**config.mk**
```make
export PLATFORM = sky130hd
export DESIGN_NAME = ssbg_mul
export DESIGN_NICKNAME = d
export VERILOG_FILES = /design/src/rtl/ssbg_mul.sv
export SDC_FILE = /design/constraint.sdc
export NUM_CORES = 1
export LEC_CHECK = 0
export BUFFER_PORTS_ARGS = -buffer_cell sky130_fd_sc_hd__clkbuf_2
export CELL_PAD_IN_SITES_DETAIL_PLACEMENT = 1
export CELL_PAD_IN_SITES_GLOBAL_PLACEMENT = 2
export CORE_ASPECT_RATIO = 0.7
export CORE_MARGIN = 1
export CORE_UTILIZATION = 45
export DETAILED_ROUTE_END_ITERATION = 12
export GPL_TIMING_DRIVEN = 0
export PLACE_DENSITY_LB_ADDON = 0.1
export SYNTH_ARGS = -nofsm -noshare
export SYNTH_HDL_FRONTEND = slang
export SYNTH_SLANG_ARGS = --single-unit
```
**constraint.sdc**
```tcl
create_clock -name i_clk -period 15.4 [get_ports i_clk]
set_clock_uncertainty 0.1 [all_clocks]
set_input_delay 0 -clock i_clk [delete_from_list [all_inputs] [get_ports i_clk]]
set_output_delay 0 -clock i_clk [all_outputs]
set_load 0.03 [all_outputs]
```
**src/rtl/ssbg_mul.sv**
```systemverilog
// Shared signed multiplier with a registered product.
module ssbg_mul #(
    parameter int A_W = 25,
    parameter int B_W = 17
) (
    input  logic                      i_clk,
    input  logic signed [A_W-1:0]     i_a,
    input  logic signed [B_W-1:0]     i_b,
    output logic signed [A_W+B_W-1:0] o_prod
);
    logic signed [A_W+B_W-1:0] r_prod;

    always_ff @(posedge i_clk) begin
        r_prod <= i_a * i_b;
    end

    assign o_prod = r_prod;

endmodule

```
Yosys cells after proc, flatten, opt, wreduce, memory -nomap -nowiden
Cells that the tools add are included.
- logic and storage cells: 2
- output and inout port bits: 42
- register bits after elaboration: 42
- bits of input ports: 43
- multipliers: 1
- operator list (operator ; number):
    $mul 25x17->42 ; 1

Longest topological paths before layout
- depth in word-level cells: 1
- mapped depth: 24
- gate-level depth less buffers: 23

Worst setup path after synthesis
No wires, ideal clock.
- path type: input-to-reg
- start: in i_b[4]
- end: reg r_prod[40] (netlist: o_prod[40])
- path buffers: 1
- setup slack: 9.303 ns
- stages: 21
- library setup time: 0.079 ns
- arrival: 5.918 ns
- cells stage by stage: clkbuf_1 -> nand2_1 -> fa_1 -> inv_1 -> fa_1 -> fa_1 -> fa_1 -> fa_1 -> inv_1 -> fa_1 -> inv_1 -> ha_1 -> a211o_1 -> a311o_1 -> a221oi_2 -> o22ai_1 -> nor3_2 -> a31oi_1 -> o41ai_4 -> or4b_1 -> o211ai_1
- cells in the longest elaborated chain, start to end: 1
- RTL lines (item ; RTL line ; RTL):
    start: declaration ; 8 ; input logic signed [B_W-1:0] i_b,
    $mul 25x17->42 ; 14 ; r_prod <= i_a * i_b;
    end signal: assignment ; 14 ;
    end: declaration ; 11 ; logic signed [A_W+B_W-1:0] r_prod;
No other way between the ends.

Worst setup path after layout
- start: in i_b[0]
- end: reg r_prod[40] (netlist: o_prod[40])
The elaborated chain is that of the path after synthesis.

==> run summary <==
RSZ-0062 raised after global routing - false
worst slack at placement - 7870 ps
layout cells sized above 1 - 0.0550
status - finished, final reports clean
actual slew at the worst max-slew pin - 987 ps
Post-CTS Hold Fix Bufs - 1
syn_area_per_cell - 9.30 µm²
# DRC - 0
CTS Buffer Depth - 2
Post-synth EDFFs - 0
largest net degree at the start of global routing - 14
post-synth net total - 2,266
placed inst area - 0.0169 mm²
Final min period - 7310 ps
Mapped Area - 0.0159 mm²
CP required - 15,540 ps
ys flop type - dfxtp_1
worst setup path startpoint - i_b[0]
full die area - 0.0360 mm²
CORE AREA - 0.0347 mm²
vias in the first global route - 13,200
Critical Path Fanout Max - 11
asr flop ratio synth - 0
multi-input logic area - 0.0131 mm²
Yosys top cell area share - 0.525
clk sinks - 42
Setup violations, final - 0
Initial Util - 0.457
TritonCTS clock tree - built
Layout area overhead - 7.44%
drt first pass iters - 5
num ports - 85
Detail Route Antenna Nets - 0
final WL - 51,700 µm
Yosys cell types - 49
wire length per cell - 22.8 µm
TritonCTS Buffers - 5
Die W - 226 µm
Design Area, Final - 0.0170 mm²
hold crit path type - in2reg
gr usage total - 0.311
cells after synthesis - 1,706
post-synthesis sequential area ratio - 0.0530
Hold EP - o_prod[0]
crit path DAT - 7450 ps
routed vias/inst - 5.14
crit-path most repeated cell - fa_1
hold slack - 52.1 ps
cell taking the most area after synthesis - fa_1
global route total overflow - 0
first-pass GRT wire length - 81,400 µm
critical path type - in2reg
drt first-iter violations - 788
Rel. slew slack - 0.342
max FFs per register - 42
Cell Rows - 57
most frequent cells in the layout - inv_1, fa_1, nand2_1, and2_1, ha_1
Seq cells post-synth - 42
crit start category - input port
final worst slack - 8090 ps
Die Height - 159 µm
Hold Crit Start - i_a[0]
total area of sequential cells - 841 µm²
commonest non-fill, non-tap cell in the layout - inv_1
Fmax achieved - 137 MHz
maxcap violations - 0
gpl congestion - 0.915
slowest stage cell, crit path - fa_1
largest cells by area after synthesis - fa_1, inv_1, ha_1
Hold Path Stages - 2
fin nets - 2,358
IO Port Bufs - 84
Resize count post-CTS - 0
crit path cell chain - dlygate4sd3_1, clkbuf_2, clkbuf_1, and2_1, ha_1, fa_1, inv_1, fa_1, inv_1, fa_1, fa_1, ha_1, and3_1, a221oi_2, o22ai_1, nor3_2, a31oi_1, o41ai_4, or4b_1, o211ai_1
number of post-CTS setup repair buffers - 0
total negative slack - 0 ps
Tcrit/Tclk final - 0.475
Synth Warn # - 0
Root Buffer - clkbuf_16
routed vias - 11,700
Final Hold Fails - 0
Fill cells - 4,109
initial antenna violation count - 3
clock-pin slew on the worst setup and hold paths - 80 ps
H-tree levels - 2
HPWL after DPL - 45,100 µm
Setup crit end kind - register
max incr delay on CP - 1060 ps
max-slew violation count - 0
-- per-layer routing --
| metal | global-route usage | vias up | part of all wire |
|---|---|---|---|
| li1 | - | 5106 | - |
| met1 | 0.488 | 6175 | 0.48 |
| met2 | 0.424 | 384 | 0.40 |
| met3 | 0.102 | 30 | 0.11 |
| met4 | 0.0350 | 0 | 0.0080 |
| met5 | 0 | - | 0 |
-- per-stage QoR --
stage / util / cells
after detailed placement: 0.486 / 2262
after global placement: 0.486 / 2262
final: 0.491 / 2274
after global routing: 0.491 / 2271
after CTS: 0.491 / 2271
after floorplan: - / 1706
-- cells in the mapped netlist (5+ instances only) --
cell / count
o21ai_0: 12
nand2b_1: 12
xnor2_1: 31
nand2_1: 237
and2_1: 188
xor2_1: 10
ha_1: 101
nor2_1: 34
fa_1: 416
nand4_1: 5
a211oi_1: 5
inv_1: 446
a21o_1: 16
o21bai_1: 11
dfxtp_1: 42
a21oi_1: 22
clkbuf_1: 60
-- worst max-delay path: cells and delay by family --
family | cells | cell delay (ps)
and+or+nand+nor | 4 | 1300
adders and majority gates | 6 | 3350
buffers and inverters | 5 | 1600
AOI/OAI and AO/OA | 5 | 1170
-- layout make-up --
type                            instances  share of cell area
Buffer                                 61              0.0134
Clock inverter                          1            0.000514
Timing Repair Buffer                   85              0.0253
Inverter                              447              0.0984
Multi-Input combinational cell       1156               0.770
Antenna cell                            3            0.000440
Tap cell                              472              0.0346
Sequential cell                        42              0.0493
Clock buffer                            7             0.00837
-- cell families (layout without fill, tap and decap cells) --
kind of cell	count (synthesis)	after routing	synth area share
multiplexers	1	1	0.000710
AO/OA/AOI/OAI	95	95	0.0425
XOR/XNOR	41	41	0.0226
adder cells (fa/ha/maj)	517	517	0.605
other	0	3	0
buffers and inverters	508	601	0.120
AND/OR/NAND/NOR	502	502	0.156
flip-flops	42	42	0.0530
-- worst max path at each step --
stage | slack (ps) | cells past startpoint | end
3_5_place_dp | 7870 | 22 | o_prod[41]
4_1_cts | 8160 | 20 | o_prod[40]
2_1_floorplan | 9300 | 21 | o_prod[40]
3_3_place_gp | 7830 | 22 | o_prod[40]
6_report | 8090 | 20 | o_prod[40]
5_1_grt | 7810 | 20 | o_prod[40]
Power is left out: the tool's default activity adds up to more than one toggle a clock period on the data nets, which glitch-free logic cannot reach.
