<file path="config.mk">
export PLATFORM = sky130hd
export DESIGN_NAME = ssbg_divider
export DESIGN_NICKNAME = d
export VERILOG_FILES = /design/src/rtl/ssbg_pkg.sv /design/src/rtl/ssbg_divider.sv
export SDC_FILE = /design/constraint.sdc
export NUM_CORES = 1
export LEC_CHECK = 0
export BUFFER_PORTS_ARGS = -buffer_cell sky130_fd_sc_hd__buf_2
export CORE_MARGIN = 2
export CORE_UTILIZATION = 41
export DETAILED_ROUTE_END_ITERATION = 10
export GPL_TIMING_DRIVEN = 0
export SLEW_MARGIN = 20
export SYNTH_ARGS = -nofsm -noshare
export SYNTH_HDL_FRONTEND = slang
export SYNTH_SLANG_ARGS = --single-unit
export TNS_END_PERCENT = 100
</file>
<file path="constraint.sdc">
create_clock -name i_clk -period 3.8 [get_ports i_clk]
set_clock_uncertainty 0.05 [all_clocks]
set_input_delay 0.57 -clock i_clk [delete_from_list [all_inputs] [get_ports i_clk]]
set_output_delay 0.57 -clock i_clk [all_outputs]
set_load 0.01 [all_outputs]
</file>
<file path="src/rtl/ssbg_pkg.sv">
// Shared types and constants for the spectral subtraction bin gain block.
package ssbg_pkg;

    // Fixed field widths of the transaction payload.
    localparam int BIN_PORT_W = 8;
    localparam int MAG_PORT_W = 24;
    localparam int SPEC_W     = 24;
    localparam int GAIN_W     = 16;
    localparam int SCALE_W    = 8;
    localparam int PERIOD_W   = 10;
    localparam int CFG_IDX_W  = 2;
    localparam int CFG_DATA_W = 16;

    // Four rotating period minima per bin.
    localparam int SLOT_COUNT = 4;
    localparam int SLOT_W     = 2;

    // Quotient bits of the noise to magnitude ratio in Q1.15.
    localparam int Q_BITS = 15;
    localparam logic [GAIN_W-1:0] ONE_Q15 = 16'h8000;

    // Register indexes on the configuration port.
    localparam logic [CFG_IDX_W-1:0] CFG_NOISE_SCALE       = 2'd0;
    localparam logic [CFG_IDX_W-1:0] CFG_GAIN_FLOOR        = 2'd1;
    localparam logic [CFG_IDX_W-1:0] CFG_FRAMES_PER_PERIOD = 2'd2;

    // Register values after reset.
    localparam logic [SCALE_W-1:0]  RST_NOISE_SCALE       = 8'd20;
    localparam logic [GAIN_W-1:0]   RST_GAIN_FLOOR        = 16'd3277;
    localparam logic [PERIOD_W-1:0] RST_FRAMES_PER_PERIOD = 10'd78;

    typedef enum logic [3:0] {
        S_CLEAR,
        S_IDLE,
        S_REDUCE,
        S_UPDATE,
        S_MIN,
        S_MUL_NOISE,
        S_SAT,
        S_DIVCHK,
        S_DIV,
        S_MUL_RE,
        S_MUL_IM,
        S_DONE
    } t_state;

endpackage

</file>
<file path="src/rtl/ssbg_divider.sv">
// Iterative restoring divider giving the Q1.15 noise to magnitude ratio.
module ssbg_divider #(
    parameter int MAG_BITS = 24
) (
    input  logic                         i_clk,
    input  logic                         i_rst_n,
    input  logic                         i_start,
    input  logic [MAG_BITS-1:0]          i_dividend,
    input  logic [MAG_BITS-1:0]          i_divisor,
    output logic                         o_busy,
    output logic                         o_done,
    output logic [ssbg_pkg::Q_BITS-1:0]  o_quotient
);
    import ssbg_pkg::*;

    localparam int CNT_W = $clog2(Q_BITS + 1);

    logic [MAG_BITS-1:0] r_rem;
    logic [MAG_BITS-1:0] r_div;
    logic [Q_BITS-1:0]   r_quot;
    logic [CNT_W-1:0]    r_cnt;
    logic                r_busy;
    logic                r_done;
    logic [MAG_BITS:0]   w_shift;
    logic [MAG_BITS:0]   w_diff;
    logic                w_take;

    // The dividend is always below the divisor, so the remainder stays in MAG_BITS.
    assign w_shift = {r_rem, 1'b0};
    assign w_take  = (w_shift >= {1'b0, r_div});
    assign w_diff  = w_shift - {1'b0, r_div};

    always_ff @(posedge i_clk) begin
        if (!i_rst_n) begin
            r_busy <= 1'b0;
            r_done <= 1'b0;
            r_cnt  <= '0;
        end else begin
            r_done <= 1'b0;
            if (i_start) begin
                r_busy <= 1'b1;
                r_cnt  <= CNT_W'(Q_BITS);
            end else if (r_busy) begin
                r_cnt <= r_cnt - CNT_W'(1);
                if (r_cnt == CNT_W'(1)) begin
                    r_busy <= 1'b0;
                    r_done <= 1'b1;
                end
            end
        end
    end

    always_ff @(posedge i_clk) begin
        if (i_start) begin
            r_rem  <= i_dividend;
            r_div  <= i_divisor;
            r_quot <= '0;
        end else if (r_busy) begin
            r_rem  <= w_take ? w_diff[MAG_BITS-1:0] : w_shift[MAG_BITS-1:0];
            r_quot <= {r_quot[Q_BITS-2:0], w_take};
        end
    end

    assign o_busy     = r_busy;
    assign o_done     = r_done;
    assign o_quotient = r_quot;

endmodule

</file>
## Word level (Yosys, flattened, before mapping)

Index checks and enable logic that the tools add are counted.

| storage, ports and cells | value |
|---|---|
| register bits | 69 |
| input bits | 51 |
| output and inout bits | 17 |
| word-level logic and storage cells | 23 |

| operators by class | value |
|---|---|
| $add $sub $neg | 2 |
| order comparisons | 1 |
| equality and inequality tests | 1 |
| multiplexer cells | 9 |
| bitwise logic cells | 2 |
| reductions and logical operators | 2 |

Operator list:

| cell | number |
|---|---|
| 24-bit two-way mux | 3 |
| 25-bit by 24-bit >= comparator with 1-bit output | 1 |
| 24-bit subtractor | 1 |
| 4-bit two-way mux | 2 |
| 4-bit by 1-bit == test with 1-bit output, second input constant | 1 |
| 1-bit two-way mux | 4 |
| 4-bit by 1-bit subtractor with 4-bit output, second input constant | 1 |
| 3-bit OR reduction | 1 |
| 1-bit inverter | 2 |
| 2-bit nonzero test | 1 |

## Logic depth before layout (Yosys ltp)

| logic depth | value |
|---|---|
| depth after elaboration | 4 |
| depth in mapped cells | 13 |
| depth with buffers taken out | 11 |

## Least setup slack after synthesis

No wires, ideal clock.

| timing path | value |
|---|---|
| path kind | flip-flop to flip-flop |
| from | reg r_rem[7] |
| to | reg r_rem[12] (data pin) |
| setup time | 266 ps |
| arrival | 2377 ps |
| required time | 3484 ps |
| setup slack | 1106 ps |
| stages on the path, launching flop included | 13 |
| path buffers | 2 |
| clock period less this slack | 2694 ps |
| cell sequence | edfxtp_1 > ha_1 > and4_1 > o21ai_1 > a31oi_2 > o211a_1 > o21ai_2 > a311o_1 > a22oi_2 > buf_6 > buf_12 > mux2i_1 > o21ai_1 |

| between the ends | value |
|---|---|
| word-level cells in the longest chain between the ends | 4 |
| elaborated cells on any way between the ends | 5 |
| those cells by class | add/sub (1); order compare (1); mux (3) |

RTL lines:

| what | line | RTL |
|---|---|---|
| start: declaration | ssbg_divider.sv:18 | `logic [MAG_BITS-1:0] r_rem;` |
| start signal: assignment | ssbg_divider.sv:55 | `r_rem <= i_dividend;` |
| start signal: assignment | ssbg_divider.sv:59 | `r_rem <= w_take ? w_diff[MAG_BITS-1:0] : w_shift[MAG_BITS-1:0];` |
| 24-bit subtractor or 25-bit by 24-bit >= comparator with 1-bit output (tied branches) | ssbg_divider.sv:31, ssbg_divider.sv:30 |  |
| 24-bit two-way mux * | ssbg_divider.sv:59 |  |
| 24-bit two-way mux * | ssbg_divider.sv:58 | `end else if (r_busy) begin` |
| 24-bit two-way mux * | ssbg_divider.sv:54 | `if (i_start) begin` |

Every way passes the cells marked *; elsewhere a longest branch is shown, timed or not. The select of a mux whose other input is x is not followed.
A chain may end at the register's enable or synchronous reset.

## Final worst setup path

| timing path | value |
|---|---|
| from | reg r_div[0] |
| to | reg r_rem[22] (data pin) |

| between the ends | value |
|---|---|
| word-level cells in the longest chain between the ends | 4 |
| elaborated cells on any way between the ends | 5 |
| those cells by class | add/sub (1); order compare (1); mux (3) |

RTL lines:

| what | line | RTL |
|---|---|---|
| start: declaration | ssbg_divider.sv:19 | `logic [MAG_BITS-1:0] r_div;` |
| start signal: assignment | ssbg_divider.sv:56 | `r_div <= i_divisor;` |
| 24-bit subtractor or 25-bit by 24-bit >= comparator with 1-bit output (tied branches) | ssbg_divider.sv:31, ssbg_divider.sv:30 |  |
| 24-bit two-way mux * | ssbg_divider.sv:59 |  |
| 24-bit two-way mux * | ssbg_divider.sv:58 |  |
| 24-bit two-way mux * | ssbg_divider.sv:54 |  |

Marked as above.

==> impl_metrics.json <==
{
  "outcome": "completed",
  "worstMarginPinSlew_ns": 0.667,
  "cap_violations": 0,
  "clock_latency_ns": 0.35,
  "slew-limit-headroom_pct": 55.5,
  "syn2layout_area_growth_pct": 17.8,
  "n_fill_cell": 956,
  "syn-num-nets": 462,
  "busiest_layer": "met2",
  "gp_congestion": 0.832,
  "synth_area_mm2": 0.00401,
  "p_per_area_mw_per_mm2": 596,
  "intPower_w": 0.00182,
  "r2r_start": "r_div[0]",
  "p_leak_nw": 2.14,
  "cts_setup_buffers": 0,
  "clockRootBuffer": "clkbuf_8",
  "multi_input_area_mm2": 0.00193,
  "cts_buffer_depth": 2,
  "cts.sinks": 69,
  "seq_power_share_pct": 35.5,
  "p_clk_share_pct": 22.2,
  "synth-main-ff-cell": "edfxtp_1",
  "reg2reg_depth": 10,
  "cts.clk_slew.worst_paths_ns": 0.08,
  "critPathLaunchType": "register",
  "wl_mm": 8.30,
  "grt_overflow": 0,
  "syn_inst": 384,
  "hpwl_mm": 6.16,
  "cp.arrival_ns": 3.12,
  "synth.distinct_cells": 52,
  "globalRouteMet2Util_pct": 26.6,
  "yosysTopAreaCell": "edfxtp_1",
  "ys_seq_area_share_pct": 46.4,
  "dpl_worst_slack_ns": 0.781,
  "critPathRequiredTime_ns": 3.86,
  "rsz0062_at_grt": "false",
  "reg2reg_slack_ns": 0.74,
  "synth_edf_count": 48,
  "drt_pass1_iterations": 4,
  "seq_area_mm2": 0.00186,
  "drc": 0,
  "setup_viol": 0,
  "p_sw_w": 0.000994,
  "grt_pass1_wl_mm": 13.8,
  "drtAntennaViolNets": 0,
  "n_antenna_cell": 0,
  "setup_tns_ns": 0,
  "synthMostInstantiatedCell": "edfxtp_1",
  "utilization_pct": 49.0,
  "yosys-top-cells-count": "edfxtp_1, mux2i_1, nand2_1",
  "syn_avg_cell_area_um2": 10.4,
  "grt_antenna_before_repair": 0,
  "cts_resized": 0,
  "fmax_mhz": 327,
  "crit_fanout": 4,
  "io_pins": 68,
  "drtIter0Drc": 100,
  "ctsHtreeMaxLevel": 3,
  "synth_warnings": 0,
  "synth_top_cell_area_share_pct": 36.0,
  "via_per_inst": 4.96,
  "cts_hold_buf": 0,
  "irDropWorstVdd_uv": 242,
  "rows": 36,
  "chipHeight_um": 103,
  "dieArea_mm2": 0.0106,
  "end_kind": "register",
  "synthArstFlopShare_pct": 0,
  "wire_per_inst_um": 13.8,
  "fin_crit_ns": 3.06,
  "core-area_mm2": 0.00964,
  "grt_use_total_pct": 16.8,
  "start_util_pct": 41.6,
  "power_frac_comb_pct": 42.2,
  "ys_ff_latch": 69,
  "min-delay-path-class": "input port to register",
  "slew_viol_final": 0,
  "timing.hold.ws_ns": 0.338,
  "die_w_um": 103,
  "grt_pass1_vias": 3018,
  "via_count": 2978,
  "ys_top_cells_by_area": "edfxtp_1, dfxtp_1, mux2i_1, ha_1, nand2_1",
  "grt_max_degree": 28,
  "hold_viol": 0,
  "nets": 540,
  "layout_setup_ws_ns": 0.744,
  "drive_above_1_share_pct": 21.0,
  "fin_crit_sh_pct": 80.4,
  "io_buffers": 67,
  "crit_start": "r_div[0]",
  "tritoncts": "done",
  "path_class": "register to register",
  "grtUsageMet1_pct": 22.4,
  "grt_util_met3_pct": 4.61,
  "crit_end": "r_rem[22]",
  "sw_frac_of_total_pct": 35.3,
  "numCtsBuffers": 9,
  "r2r_end": "r_rem[22]"
}
-- placed cells by master (no fill, tap or decap), drive strengths merged, types with 2 or more instances in the layout --
cell	instances
or3	2
nor2b	2
nand2	36
a21oi	25
nand3	3
clkinv	2
xor2	12
and2	2
edfxtp	48
dfxtp	21
o21a	5
o211ai	4
mux2i	36
a21o	6
clkbuf	19
xnor2	11
o21bai	2
nor3	3
nor2	31
ha	26
a31oi	6
a21boi	5
nand4	3
inv	35
o211a	2
buf	73
o21ai	28
nor4	2
-- registers in the layout (all words and copies together) (netlist names) --
name and count:
o_quotient 15, o_done 1, r_cnt 4, o_busy 1, r_rem 24, r_div 24
-- power by group through the flow --
stage	registers (W)	clock network, W	logic, W
after floorplan	0.00100	0	0.000961
after global placement	0.00101	0	0.00117
after detailed placement	0.00102	0	0.00119
after CTS	0.00100	0.000647	0.00120
after global routing	0.00101	0.000674	0.00132
final	0.00100	0.000626	0.00119
-- metal layers --
metal  wire (um)  part of all wire, %  up-vias
met5           0                    0        -
met2        3700                   45       59
li1            -                    -     1526
met3         401                  4.8       10
met4         107                  1.3        0
met1        4090                   49     1383
-- worst max-delay path, stage by stage (launching register included) --
cell,delay [ns]
edfxtp_1,0.46
fa_1,0.45
nand2b_1,0.19
a21o_1,0.18
a31oi_1,0.33
a21oi_1,0.23
o221ai_1,0.33
a31oi_1,0.17
o21ai_0,0.17
o311a_2,0.20
o21ai_1,0.06
-- worst min-delay path by stage --
stage / depth (start not counted) / end / slack, ns / startpoint
floorplan: 3 / o_done / 0.47 / r_cnt[3]
global placement: 2 / o_quotient[14] / 0.43 / o_quotient[14]
detailed placement: 2 / o_quotient[14] / 0.45 / o_quotient[14]
CTS: 1 / r_div[1] / 0.32 / i_divisor[1]
global route: 1 / r_div[22] / 0.32 / i_divisor[22]
finish: 1 / r_div[10] / 0.34 / i_divisor[10]
-- logic make-up (layout without fill, tap and decap cells) --
group | after synthesis | count (layout) | synth area share [%]
multiplexers | 37 | 37 | 9.27
AO/OA/AOI/OAI | 89 | 89 | 14.1
adder cells (fa/ha/maj) | 27 | 27 | 8.61
flip-flops | 69 | 69 | 46.4
buffers and inverters | 46 | 129 | 5.49
XOR/XNOR | 23 | 23 | 5.02
AND/OR/NAND/NOR | 93 | 93 | 11.1
-- per-stage QoR --
stage / power (W) / instance area [um2] / instances
floorplan: 0.00196 / 4010 / 384
global placement: 0.00219 / 4510 / 584
detailed placement: 0.00221 / 4510 / 584
CTS: 0.00284 / 4720 / 600
global route: 0.00301 / 4720 / 600
finish: 0.00282 / 4720 / 600
-- layout make-up --
| type | instances | share of cell area [%] |
|---|---|---|
| clock buffers | 12 | 3.76 |
| inverters | 33 | 2.62 |
| plain buffers | 13 | 2.04 |
| flip-flops and latches | 69 | 39.4 |
| clock inverters | 4 | 0.742 |
| multi-input cells | 269 | 40.8 |
| repair buffers | 67 | 7.10 |
| well taps | 133 | 3.52 |
No activity file was read; power rests on OpenSTA's default activity.
